--- config.mk ---
export PLATFORM = sky130hd
export DESIGN_NAME = chunk_access_pattern_classifier_core
export DESIGN_NICKNAME = d
export VERILOG_FILES = /design/src/rtl/cap_pkg.sv /design/src/rtl/cap_regs.sv /design/src/rtl/cap_dp.sv /design/src/rtl/cap_ctrl.sv /design/src/rtl/chunk_access_pattern_classifier_core.sv
export SDC_FILE = /design/constraint.sdc
export NUM_CORES = 2
export LEC_CHECK = 0
export ABC_AREA = 0
export BUFFER_PORTS_ARGS = -buffer_cell sky130_fd_sc_hd__buf_4
export CORE_MARGIN = 8
export CORE_UTILIZATION = 55
export DETAILED_ROUTE_END_ITERATION = 8
export GPL_TIMING_DRIVEN = 0
export PLACE_DENSITY = 0.74
export SETUP_SLACK_MARGIN = 0.05
export SYNTH_ARGS = -nofsm -noshare
export SYNTH_HDL_FRONTEND = slang
export SYNTH_HIERARCHICAL = 1
export SYNTH_SLANG_ARGS = --single-unit
--- constraint.sdc ---
create_clock -name clk_i -period 10.95 [get_ports clk_i]
set_input_delay 1.6425 -clock clk_i [delete_from_list [all_inputs] [get_ports clk_i]]
set_output_delay 1.6425 -clock clk_i [all_outputs]
set_load 0.03 [all_outputs]
--- src/rtl/cap_pkg.sv ---
`default_nettype none
// ----------------------------------------------------------------------------
// cap_pkg
// Types, constants and register codes shared by the chunk access pattern
// classifier modules.
// ----------------------------------------------------------------------------
package cap_pkg;

  // Configuration port geometry.
  localparam int unsigned AddrW = 5;
  localparam int unsigned DataW = 32;
  localparam int unsigned IdxW  = 3;

  // Register indexes (byte address divided by four).
  localparam logic [IdxW-1:0] RegInactiveLimit = 3'd0;
  localparam logic [IdxW-1:0] RegRwRatio       = 3'd1;
  localparam logic [IdxW-1:0] RegSeqBytesRatio = 3'd2;
  localparam logic [IdxW-1:0] RegSeqCountRatio = 3'd3;
  localparam logic [IdxW-1:0] RegIntensive     = 3'd4;

  // Register reset values.
  localparam logic [31:0] InactiveLimitRst = 32'd2;
  localparam logic [16:0] RwRatioRst       = 17'd52429;
  localparam logic [16:0] SeqBytesRatioRst = 17'd32768;
  localparam logic [16:0] SeqCountRatioRst = 17'd32768;
  localparam logic [15:0] IntensiveRst     = 16'd256;

  // Sequencing of the shared datapath units.
  localparam int unsigned DivSteps = 32;
  localparam int unsigned CntW     = $clog2(DivSteps);
  localparam int unsigned MulSteps = 5;
  localparam int unsigned MulSelW  = 3;
  localparam int unsigned ProdW    = 49;

  // Target tiers.
  localparam logic [1:0] TierHdd = 2'd0;
  localparam logic [1:0] TierSsd = 2'd1;
  localparam logic [1:0] TierScm = 2'd2;

  // Base pattern codes; the read, write or hybrid label is added on top.
  localparam logic [3:0] CodeNone     = 4'd0;
  localparam logic [3:0] CodeInactive = 4'd1;
  localparam logic [3:0] CodeSeqInt   = 4'd4;
  localparam logic [3:0] CodeSeqLess  = 4'd7;
  localparam logic [3:0] CodeRandInt  = 4'd10;
  localparam logic [3:0] CodeRandLess = 4'd13;

  // Read, write and hybrid labels.
  localparam logic [1:0] LabRead   = 2'd0;
  localparam logic [1:0] LabWrite  = 2'd1;
  localparam logic [1:0] LabHybrid = 2'd2;

  // Products formed by the shared multiplier, in issue order.
  typedef enum logic [MulSelW-1:0] {
    MUL_RW     = 3'd0,
    MUL_SC     = 3'd1,
    MUL_SB_LO  = 3'd2,
    MUL_SB_HI  = 3'd3,
    MUL_INT    = 3'd4
  } mul_sel_e;

  typedef struct packed {
    logic [31:0] total_requests;
    logic [31:0] read_requests;
    logic [31:0] write_requests;
    logic [39:0] total_size;
    logic [39:0] seq_size;
    logic [31:0] seq_requests;
    logic        ever_accessed;
    logic [31:0] window_requests;
    logic [31:0] window_chunks;
    logic        last_chunk;
  } in_item_t;

  typedef struct packed {
    logic [3:0]  pattern_code;
    logic [1:0]  target_tier;
    logic [31:0] count_non_access;
    logic [31:0] count_inactive;
    logic [31:0] count_seq_intensive;
    logic [31:0] count_seq_less;
    logic [31:0] count_rand_intensive;
    logic [31:0] count_rand_less;
    logic        window_done;
  } out_item_t;

  typedef struct packed {
    logic [31:0] inactive_limit;
    logic [16:0] rw_ratio_limit;
    logic [16:0] seq_bytes_ratio_limit;
    logic [16:0] seq_count_ratio_limit;
    logic [15:0] intensive_factor;
  } cfg_t;

  typedef struct packed {
    logic [31:0] non_access;
    logic [31:0] inactive;
    logic [31:0] seq_int;
    logic [31:0] seq_less;
    logic [31:0] rand_int;
    logic [31:0] rand_less;
  } counts_t;

  // Commands from the controller to the datapath.
  typedef struct packed {
    logic     load_in;
    logic     div_step;
    logic     mul_en;
    mul_sel_e mul_sel;
    logic     load_out;
  } cmd_t;

endpackage
`default_nettype wire

--- src/rtl/cap_regs.sv ---
`default_nettype none
// ----------------------------------------------------------------------------
// cap_regs
// Configuration registers behind a simple APB-style slave port.
// ----------------------------------------------------------------------------
module cap_regs (
  input  wire logic                      clk_i,
  input  wire logic                      rst_ni,
  input  wire logic                      psel,
  input  wire logic                      penable,
  input  wire logic                      pwrite,
  input  wire logic [cap_pkg::AddrW-1:0] paddr,
  input  wire logic [cap_pkg::DataW-1:0] pwdata,
  output logic      [cap_pkg::DataW-1:0] prdata,
  output logic                           pready,
  output cap_pkg::cfg_t                  cfg_o
);
  import cap_pkg::*;

  cfg_t            cfg_q;
  logic [IdxW-1:0] idx;
  logic            wr_en;

  assign idx    = paddr[AddrW-1:2];
  assign wr_en  = psel && penable && pwrite;
  assign pready = 1'b1;
  assign cfg_o  = cfg_q;

  always_ff @(posedge clk_i or negedge rst_ni) begin
    if (!rst_ni) begin
      cfg_q.inactive_limit        <= InactiveLimitRst;
      cfg_q.rw_ratio_limit        <= RwRatioRst;
      cfg_q.seq_bytes_ratio_limit <= SeqBytesRatioRst;
      cfg_q.seq_count_ratio_limit <= SeqCountRatioRst;
      cfg_q.intensive_factor      <= IntensiveRst;
    end else if (wr_en) begin
      unique case (idx)
        RegInactiveLimit: cfg_q.inactive_limit        <= pwdata;
        RegRwRatio:       cfg_q.rw_ratio_limit        <= pwdata[16:0];
        RegSeqBytesRatio: cfg_q.seq_bytes_ratio_limit <= pwdata[16:0];
        RegSeqCountRatio: cfg_q.seq_count_ratio_limit <= pwdata[16:0];
        RegIntensive:     cfg_q.intensive_factor      <= pwdata[15:0];
        default: ;
      endcase
    end
  end

  always_comb begin
    unique case (idx)
      RegInactiveLimit: prdata = cfg_q.inactive_limit;
      RegRwRatio:       prdata = {15'd0, cfg_q.rw_ratio_limit};
      RegSeqBytesRatio: prdata = {15'd0, cfg_q.seq_bytes_ratio_limit};
      RegSeqCountRatio: prdata = {15'd0, cfg_q.seq_count_ratio_limit};
      RegIntensive:     prdata = {16'd0, cfg_q.intensive_factor};
      default:          prdata = '0;
    endcase
  end

endmodule
`default_nettype wire

--- src/rtl/cap_dp.sv ---
`default_nettype none
// ----------------------------------------------------------------------------
// cap_dp
// Datapath: input capture, serial divider, shared multiplier with share
// compares, classification, window counters and result register.
// ----------------------------------------------------------------------------
module cap_dp (
  input  wire logic       clk_i,
  input  wire logic       rst_ni,
  input  wire cap_pkg::cmd_t     cmd_i,
  input  wire cap_pkg::cfg_t     cfg_i,
  input  wire cap_pkg::in_item_t in_data_i,
  output cap_pkg::out_item_t out_data_o
);
  import cap_pkg::*;

  in_item_t    in_q;
  logic [31:0] quo_q, rem_q;
  logic [32:0] trial;
  logic [31:0] mean;

  logic [16:0]      mul_a;
  logic [31:0]      mul_b;
  logic [ProdW-1:0] prod_q;
  mul_sel_e         psel_q;
  logic             pvld_q;
  logic [ProdW-1:0] sb_lo_q;
  logic [56:0]      sb_full;

  logic rd_ok_q, wr_ok_q, sc_ok_q, sb_ok_q, int_ok_q;

  counts_t   cnt_q, cnt_next;
  out_item_t out_q;
  logic [1:0] lab;
  logic [3:0] base;
  logic [1:0] tier;
  logic       seq;

  // Restoring division, one quotient bit per step.
  assign trial = {rem_q, quo_q[31]} - {1'b0, in_q.window_chunks};
  assign mean  = (in_q.window_chunks == 32'd0) ? 32'd0 : quo_q;

  always_ff @(posedge clk_i) begin
    if (cmd_i.load_in) begin
      in_q  <= in_data_i;
      quo_q <= in_data_i.window_requests;
      rem_q <= '0;
    end else if (cmd_i.div_step) begin
      if (!trial[32]) begin
        rem_q <= trial[31:0];
        quo_q <= {quo_q[30:0], 1'b1};
      end else begin
        rem_q <= {rem_q[30:0], quo_q[31]};
        quo_q <= {quo_q[30:0], 1'b0};
      end
    end
  end

  always_comb begin
    unique case (cmd_i.mul_sel)
      MUL_RW: begin
        mul_a = cfg_i.rw_ratio_limit;
        mul_b = in_q.total_requests;
      end
      MUL_SC: begin
        mul_a = cfg_i.seq_count_ratio_limit;
        mul_b = in_q.total_requests;
      end
      MUL_SB_LO: begin
        mul_a = cfg_i.seq_bytes_ratio_limit;
        mul_b = in_q.total_size[31:0];
      end
      MUL_SB_HI: begin
        mul_a = cfg_i.seq_bytes_ratio_limit;
        mul_b = {24'd0, in_q.total_size[39:32]};
      end
      MUL_INT: begin
        mul_a = {1'b0, cfg_i.intensive_factor};
        mul_b = mean;
      end
      default: begin
        mul_a = '0;
        mul_b = '0;
      end
    endcase
  end

  always_ff @(posedge clk_i or negedge rst_ni) begin
    if (!rst_ni) begin
      pvld_q <= 1'b0;
    end else begin
      pvld_q <= cmd_i.mul_en;
    end
  end

  always_ff @(posedge clk_i) begin
    if (cmd_i.mul_en) begin
      prod_q <= ProdW'(mul_a) * ProdW'(mul_b);
      psel_q <= cmd_i.mul_sel;
    end
  end

  // The byte share limit times a 40-bit size, from its two partial products.
  assign sb_full = {8'd0, sb_lo_q} + {prod_q[24:0], 32'd0};

  // A zero denominator reads as share zero: the test passes only for limit zero.
  always_ff @(posedge clk_i) begin
    if (pvld_q) begin
      unique case (psel_q)
        MUL_RW: begin
          if (in_q.total_requests == 32'd0) begin
            rd_ok_q <= (cfg_i.rw_ratio_limit == 17'd0);
            wr_ok_q <= (cfg_i.rw_ratio_limit == 17'd0);
          end else begin
            rd_ok_q <= ({1'b0, in_q.read_requests, 16'd0} >= prod_q);
            wr_ok_q <= ({1'b0, in_q.write_requests, 16'd0} >= prod_q);
          end
        end
        MUL_SC: begin
          if (in_q.total_requests == 32'd0) begin
            sc_ok_q <= (cfg_i.seq_count_ratio_limit == 17'd0);
          end else begin
            sc_ok_q <= ({1'b0, in_q.seq_requests, 16'd0} >= prod_q);
          end
        end
        MUL_SB_LO: begin
          sb_lo_q <= prod_q;
        end
        MUL_SB_HI: begin
          if (in_q.total_size == 40'd0) begin
            sb_ok_q <= (cfg_i.seq_bytes_ratio_limit == 17'd0);
          end else begin
            sb_ok_q <= ({1'b0, in_q.seq_size, 16'd0} >= sb_full);
          end
        end
        MUL_INT: begin
          int_ok_q <= ({9'd0, in_q.total_requests, 8'd0} >= prod_q);
        end
        default: ;
      endcase
    end
  end

  // Classification of the captured chunk.
  always_comb begin
    priority if (rd_ok_q) begin
      lab = LabRead;
    end else if (wr_ok_q) begin
      lab = LabWrite;
    end else begin
      lab = LabHybrid;
    end
  end

  assign seq = sb_ok_q && sc_ok_q;

  always_comb begin
    cnt_next = cnt_q;
    priority if (in_q.total_requests == 32'd0) begin
      base = CodeNone;
      tier = TierHdd;
      if (in_q.ever_accessed) begin
        cnt_next.non_access = cnt_q.non_access + 32'd1;
      end
    end else if (in_q.total_requests < cfg_i.inactive_limit) begin
      base = CodeInactive;
      tier = TierHdd;
      cnt_next.inactive = cnt_q.inactive + 32'd1;
    end else if (seq && int_ok_q) begin
      base = CodeSeqInt;
      tier = (lab == LabRead) ? TierSsd : TierScm;
      cnt_next.seq_int = cnt_q.seq_int + 32'd1;
    end else if (seq) begin
      base = CodeSeqLess;
      tier = TierHdd;
      cnt_next.seq_less = cnt_q.seq_less + 32'd1;
    end else if (int_ok_q) begin
      base = CodeRandInt;
      tier = (lab == LabRead) ? TierSsd : TierScm;
      cnt_next.rand_int = cnt_q.rand_int + 32'd1;
    end else begin
      base = CodeRandLess;
      tier = TierSsd;
      cnt_next.rand_less = cnt_q.rand_less + 32'd1;
    end
  end

  always_ff @(posedge clk_i or negedge rst_ni) begin
    if (!rst_ni) begin
      cnt_q <= '0;
    end else if (cmd_i.load_out) begin
      cnt_q <= in_q.last_chunk ? '0 : cnt_next;
    end
  end

  always_ff @(posedge clk_i) begin
    if (cmd_i.load_out) begin
      out_q.pattern_code <= (in_q.total_requests == 32'd0) ? CodeNone : base + {2'd0, lab};
      out_q.target_tier  <= tier;
      out_q.window_done  <= in_q.last_chunk;
      if (in_q.last_chunk) begin
        out_q.count_non_access     <= cnt_next.non_access;
        out_q.count_inactive       <= cnt_next.inactive;
        out_q.count_seq_intensive  <= cnt_next.seq_int;
        out_q.count_seq_less       <= cnt_next.seq_less;
        out_q.count_rand_intensive <= cnt_next.rand_int;
        out_q.count_rand_less      <= cnt_next.rand_less;
      end else begin
        out_q.count_non_access     <= '0;
        out_q.count_inactive       <= '0;
        out_q.count_seq_intensive  <= '0;
        out_q.count_seq_less       <= '0;
        out_q.count_rand_intensive <= '0;
        out_q.count_rand_less      <= '0;
      end
    end
  end

  assign out_data_o = out_q;

endmodule
`default_nettype wire

--- src/rtl/cap_ctrl.sv ---
`default_nettype none
// ----------------------------------------------------------------------------
// cap_ctrl
// Controller: sequences capture, division, multiplies and result hand-over.
// ----------------------------------------------------------------------------
module cap_ctrl (
  input  wire logic     clk_i,
  input  wire logic     rst_ni,
  input  wire logic     in_valid_i,
  output logic          in_ready_o,
  output logic          out_valid_o,
  input  wire logic     out_ready_i,
  output cap_pkg::cmd_t cmd_o
);
  import cap_pkg::*;

  typedef enum logic [2:0] {
    ST_IDLE,
    ST_DIV,
    ST_MUL,
    ST_EVAL,
    ST_FIN
  } state_e;

  state_e          state_q, state_d;
  logic [CntW-1:0] cnt_q, cnt_d;
  logic            out_valid_q, out_valid_d;

  assign in_ready_o  = (state_q == ST_IDLE);
  assign out_valid_o = out_valid_q;

  always_comb begin
    state_d         = state_q;
    cnt_d           = cnt_q;
    cmd_o.load_in   = 1'b0;
    cmd_o.div_step  = 1'b0;
    cmd_o.mul_en    = 1'b0;
    cmd_o.mul_sel   = mul_sel_e'(cnt_q[MulSelW-1:0]);
    cmd_o.load_out  = 1'b0;
    unique case (state_q)
      ST_IDLE: begin
        if (in_valid_i) begin
          cmd_o.load_in = 1'b1;
          cnt_d         = '0;
          state_d       = ST_DIV;
        end
      end
      ST_DIV: begin
        cmd_o.div_step = 1'b1;
        if (cnt_q == CntW'(DivSteps - 1)) begin
          cnt_d   = '0;
          state_d = ST_MUL;
        end else begin
          cnt_d = cnt_q + CntW'(1);
        end
      end
      ST_MUL: begin
        cmd_o.mul_en = 1'b1;
        if (cnt_q == CntW'(MulSteps - 1)) begin
          state_d = ST_EVAL;
        end else begin
          cnt_d = cnt_q + CntW'(1);
        end
      end
      ST_EVAL: begin
        state_d = ST_FIN;
      end
      ST_FIN: begin
        if (!out_valid_q || out_ready_i) begin
          cmd_o.load_out = 1'b1;
          state_d        = ST_IDLE;
        end
      end
      default: begin
        state_d = ST_IDLE;
      end
    endcase
    if (cmd_o.load_out) begin
      out_valid_d = 1'b1;
    end else if (out_ready_i) begin
      out_valid_d = 1'b0;
    end else begin
      out_valid_d = out_valid_q;
    end
  end

  always_ff @(posedge clk_i or negedge rst_ni) begin
    if (!rst_ni) begin
      state_q     <= ST_IDLE;
      cnt_q       <= '0;
      out_valid_q <= 1'b0;
    end else begin
      state_q     <= state_d;
      cnt_q       <= cnt_d;
      out_valid_q <= out_valid_d;
    end
  end

  a_accept_starts_div: assert property (@(posedge clk_i) disable iff (!rst_ni)
    (in_valid_i && in_ready_o) |=> (state_q == ST_DIV && !in_ready_o))
    else $error("accepted request did not start the divider");

  a_fin_delivers: assert property (@(posedge clk_i) disable iff (!rst_ni)
    (state_q == ST_FIN && (!out_valid_q || out_ready_i)) |=> out_valid_q)
    else $error("finished result was not presented");

  a_eval_after_mul: assert property (@(posedge clk_i) disable iff (!rst_ni)
    (state_q == ST_EVAL) |-> $past(state_q == ST_MUL && cnt_q == CntW'(MulSteps - 1)))
    else $error("evaluation reached without the last multiply");

endmodule
`default_nettype wire

--- src/rtl/chunk_access_pattern_classifier_core.sv ---
`default_nettype none
// ----------------------------------------------------------------------------
// chunk_access_pattern_classifier_core
// Classifies one chunk's window statistics per request into a pattern code
// and a target tier, and reports the window's category counters.
// ----------------------------------------------------------------------------
// Each accepted request is captured; the serial divider then forms the
// window's mean requests per accessed chunk, the shared 17x32 multiplier
// forms the read/write share, sequential count share, two halves of the
// sequential byte share and intensity products, and after an evaluation
// step the result register is loaded. The block takes a new request while
// the previous result still waits in the output register; it holds in its
// final cycle only if that result has still not been taken.
// Configuration registers sit at byte addresses 0, 4, 8, 12 and 16 in the
// order inactive limit, read/write share limit, sequential byte share limit,
// sequential count share limit and intensive factor; they should be written
// only while no request is in flight. On the request flagged as the last
// chunk, the result carries the window's counters, that chunk included, and
// the counters then restart from zero; on other requests the counter fields
// read zero.
// ----------------------------------------------------------------------------
module chunk_access_pattern_classifier_core (
  input  wire logic                      clk_i,
  input  wire logic                      rst_ni,
  input  wire logic                      in_valid_i,
  output logic                           in_ready_o,
  input  wire cap_pkg::in_item_t         in_data_i,
  output logic                           out_valid_o,
  input  wire logic                      out_ready_i,
  output cap_pkg::out_item_t             out_data_o,
  input  wire logic                      psel,
  input  wire logic                      penable,
  input  wire logic                      pwrite,
  input  wire logic [cap_pkg::AddrW-1:0] paddr,
  input  wire logic [cap_pkg::DataW-1:0] pwdata,
  output logic      [cap_pkg::DataW-1:0] prdata,
  output logic                           pready
);
  import cap_pkg::*;

  cfg_t cfg;
  cmd_t cmd;

  // Regs: read at any time; user writes only in idle periods, unchecked.
  cap_regs u_regs (
    .clk_i   (clk_i),
    .rst_ni  (rst_ni),
    .psel    (psel),
    .penable (penable),
    .pwrite  (pwrite),
    .paddr   (paddr),
    .pwdata  (pwdata),
    .prdata  (prdata),
    .pready  (pready),
    .cfg_o   (cfg)
  );

  // The controller owns both handshakes and steps the datapath by command.
  cap_ctrl u_ctrl (
    .clk_i       (clk_i),
    .rst_ni      (rst_ni),
    .in_valid_i  (in_valid_i),
    .in_ready_o  (in_ready_o),
    .out_valid_o (out_valid_o),
    .out_ready_i (out_ready_i),
    .cmd_o       (cmd)
  );

  // The datapath holds the captured request, the arithmetic, the window
  // counters and the result register.
  cap_dp u_dp (
    .clk_i      (clk_i),
    .rst_ni     (rst_ni),
    .cmd_i      (cmd),
    .cfg_i      (cfg),
    .in_data_i  (in_data_i),
    .out_data_o (out_data_o)
  );

endmodule
`default_nettype wire
==> impl_metrics.yaml <==
sta:
  fin_skew_ns: 0.0520
  rsz0062_at_grt: "false"
  setup_violations: 0
  post-route-period-util_pct: 97.8
  fin_crit_ns: 10.71
  whs_ns: 0.447
  worst_pin_slew_ns: 1.42
  report.final.slew_viol_count: 0
  max-slew-margin-rel_pct: 4.54
  hold_violations: 0
  fmax_mhz: 93.4
setup_path:
  path_class: "flop to flop"
  reg2reg_depth: 31
  crit_slowest_cell: "o21ai_1"
  critPathMaxFanout: 10
  end_kind: "flop"
  crit_buf_inv: 9
  critPathTopFamily: "adder cells"
  r2r_setup_slack_ns: 0.24
  startpoint_type: "flop"
  reg2reg_to: "u_dp/prod_q[48]$_DFFE_PP_"
  cp.arrival_ns: 11.19
  cp.required_ns: 11.43
  cpMostUsedCell: "fa_1"
  r2r-start: "u_ctrl/cnt_q[0]$_DFFE_PN0P_"
  cpPeakStageDelay_ns: 0.89
final_layout:
  regArea_mm2: 0.0256
  final_cells: 8567
  multi_input_area_mm2: 0.0346
  n_fill_cell: 9556
  areaGrowthSynthToFinish_pct: 15.3
  nNetsFinal: 8088
  layout-drive-gt1-share_pct: 14.2
clock_tree:
  cts_tree: "built"
  cts-htree-levels: 3
  cts_buffer_depth: 3
  clock-sinks: 912
  insertion_delay_ns: 0.72
  cts_root_buffer: "clkbuf_16"
  cts.clk_slew.worst_paths_ns: 0.06
  numCtsBuffers: 98
flow_run:
  maxCapViolCount: 0
power_and_ir_drop:
  power.total_uw: 25200
  power_leakage_uw: 0.0320
  peakVddDrop_mv: 0.677
  p_per_area_mw_per_mm2: 340
routing:
  firstDrtPassIters: 8
  via_per_inst: 6.04
  num_vias: 51768
  wl_per_cell_um: 25.7
  ant_nets: 0
  wl_um: 220000
  drc: 0
  drtIter0Drc: 5227
global_routing:
  grt_pass1_vias: 51623
  grt_use_total_pct: 33.6
  grt_start_max_net_pins: 116
  antenna_found_initial: 30
  grt.overflow.total: 0
  grt_pass1_wl_um: 322000
floorplanning:
  dieHeight_um: 358
  rows: 125
  coreArea_mm2: 0.116
  start_util_pct: 55.3
  die-area_mm2: 0.128
  ios: 552
  die_w_um: 358
min_path:
  min_from: "u_dp/prod_q[33]$_DFFE_PP_"
  hold_depth: 0
  hold_path_end: "u_dp/sb_lo_q[33]$_DFFE_PP_"
  min_path_type: "flop to flop"
synthesis:
  synth_cell_type_count: 104
  synth-seq-area-share_pct: 39.8
  synth-edff-count: 579
  ys_ff_latch: 912
  syn_avg_cell_area_um2: 10.2
  syn_nets: 7427
  async_reset_ff_share_pct: 33.0
  netlist_instances: 6273
  yosysWarnings: 6
  synth_ff_type: "edfxtp_1"
  synth_area_mm2: 0.0642
outcome:
  status: "completed"
placed_design:
  gp_congestion: 1.01
  io_buffers: 546
  placedCellCount: 8358
  place_hpwl_um: 173000
layout make-up:
type                    instances  share of cell area, %
multi-input cells            4312                   46.7
flip-flops and latches        912                   34.5
diodes                         25                 0.0845
repair buffers                561                   5.97
plain buffers                 313                   1.83
clock inverters                55                   1.01
clock buffers                 129                   3.56
well taps                    1524                   2.57
inverters                     736                   3.73
metrics by stage:
step                      utilization [%]  setup slack (ns)  instance area [µm²]  setup TNS [ns]
after global placement               60.5             -1.96                70200         -127.51
after global routing                 63.8            0.0464                74100               0
after detailed placement             60.8             0.202                70600               0
after CTS                            63.8            0.0636                74000               0
after floorplan                         -              2.01                64200               0
final                                63.8             0.240                74100               0
flip-flops by register name, indices dropped and copies added, names as in the netlist, 3 cells and up:
register         cells
u_dp/psel_q          3
u_ctrl/state_q       3
u_dp/sb_lo_q        49
u_dp/prod_q         49
u_regs/cfg_o        99
u_dp/quo_q          32
u_dp/in_q          242
u_dp/out_data_o    199
u_dp/cnt_q         192
u_dp/rem_q          32
u_ctrl/cnt_q         5
placed cells by master (no fill, tap or decap), types with 266 or more instances in the layout:
cell,count
a21oi_1,276
buf_4,554
clkbuf_1,266
dfrtp_1,288
edfxtp_1,579
fa_1,452
ha_1,384
inv_1,733
nand2_1,703
nor2_1,485
o21ai_0,313
power breakdown:
group | internal, µW | total, µW | switching [µW]
Sequential | 4520 | 4880 | 365
Clock | 2030 | 3510 | 1480
Combinational | 6060 | 16800 | 10700
routing by layer:
| metal | global-route usage, % | share of wire [%] |
|---|---|---|
| met5 | 0 | 0.050 |
| met2 | 54.0 | 46 |
| met4 | 21.7 | 7.2 |
| met3 | 8.19 | 9.6 |
| met1 | 40.4 | 37 |
kinds of logic after synthesis:
| kind of cell | share of synthesized area [%] |
|---|---|
| adder cells (fa/ha/maj) | 21.6 |
| flip-flops | 39.8 |
| XOR/XNOR | 3.65 |
| multiplexers | 3.40 |
| other | 0.00584 |
| AND/OR/NAND/NOR | 13.1 |
| buffers and inverters | 6.40 |
| AO/OA/AOI/OAI | 12.0 |
timing repair:
action / 4_1_cts / 5_1_grt
setup buffers: 0 / 0
gates resized for setup: 0 / 9
hold endpoints to repair: 0 / 0
hold buffers: 0 / 0
endpoints found under the setup margin: 0 / 4
how the worst max path moves through the flow:
stage | startpoint | endpoint | cells after the start
3_3_place_gp | in_valid_i | u_dp/quo_q[5]$_DFFE_PP_ | 6
5_1_grt | u_ctrl/cnt_q[0]$_DFFE_PN0P_ | u_dp/prod_q[48]$_DFFE_PP_ | 31
3_5_place_dp | u_ctrl/cnt_q[0]$_DFFE_PN0P_ | u_dp/prod_q[48]$_DFFE_PP_ | 29
4_1_cts | u_ctrl/cnt_q[0]$_DFFE_PN0P_ | u_dp/prod_q[48]$_DFFE_PP_ | 29
6_report | u_ctrl/cnt_q[0]$_DFFE_PN0P_ | u_dp/prod_q[48]$_DFFE_PP_ | 31
2_1_floorplan | in_valid_i | u_dp/quo_q[0]$_DFFE_PP_ | 5
synth_stat cells (17+ instances only):
library cell  number  area share [%]
a21o_1           112             1.3
a31oi_1           66            0.64
a22o_1            19            0.26
nor2_1           485             2.8
nor4_1            55            0.54
a41oi_1           22            0.30
a22oi_1           41            0.48
or3_1             18            0.18
o21ai_1           17            0.13
dfxtp_1           32             1.0
buf_2             41            0.32
and2_1            80            0.78
mux2_4            31            0.72
nand2_1          703             4.1
fa_1             452              14
mux2_2           117             2.1
nand2b_1          31            0.30
edfxtp_1         579              27
o21ai_0          313             2.4
and3_1            76            0.74
o31ai_1          130             1.5
mux2i_1           38            0.59
nand3_1          123            0.96
a211oi_1          50            0.58
xnor2_1          118             1.6
a21oi_1          276             2.2
o21a_1            33            0.39
nand4_1           90            0.88
clkbuf_1         243             1.4
dfrtp_1          288              11
inv_1            735             4.3
nor2b_1           37            0.36
ha_1             384             7.5
xor2_1           150             2.0
nor3_1            38            0.30
worst reg2reg max path, delay by kind of cell, from the launching register on:
| kind | cells | cell delay, ns |
|---|---|---|
| fa+ha+maj | 7 | 3.63 |
| buf+inv | 9 | 2.50 |
| compound gates | 7 | 2.40 |
| simple gates | 6 | 1.10 |
| flops | 1 | 0.40 |
| xor+xnor | 1 | 0.30 |
| mux | 1 | 0.16 |
(Power assumes the default switching activity.)
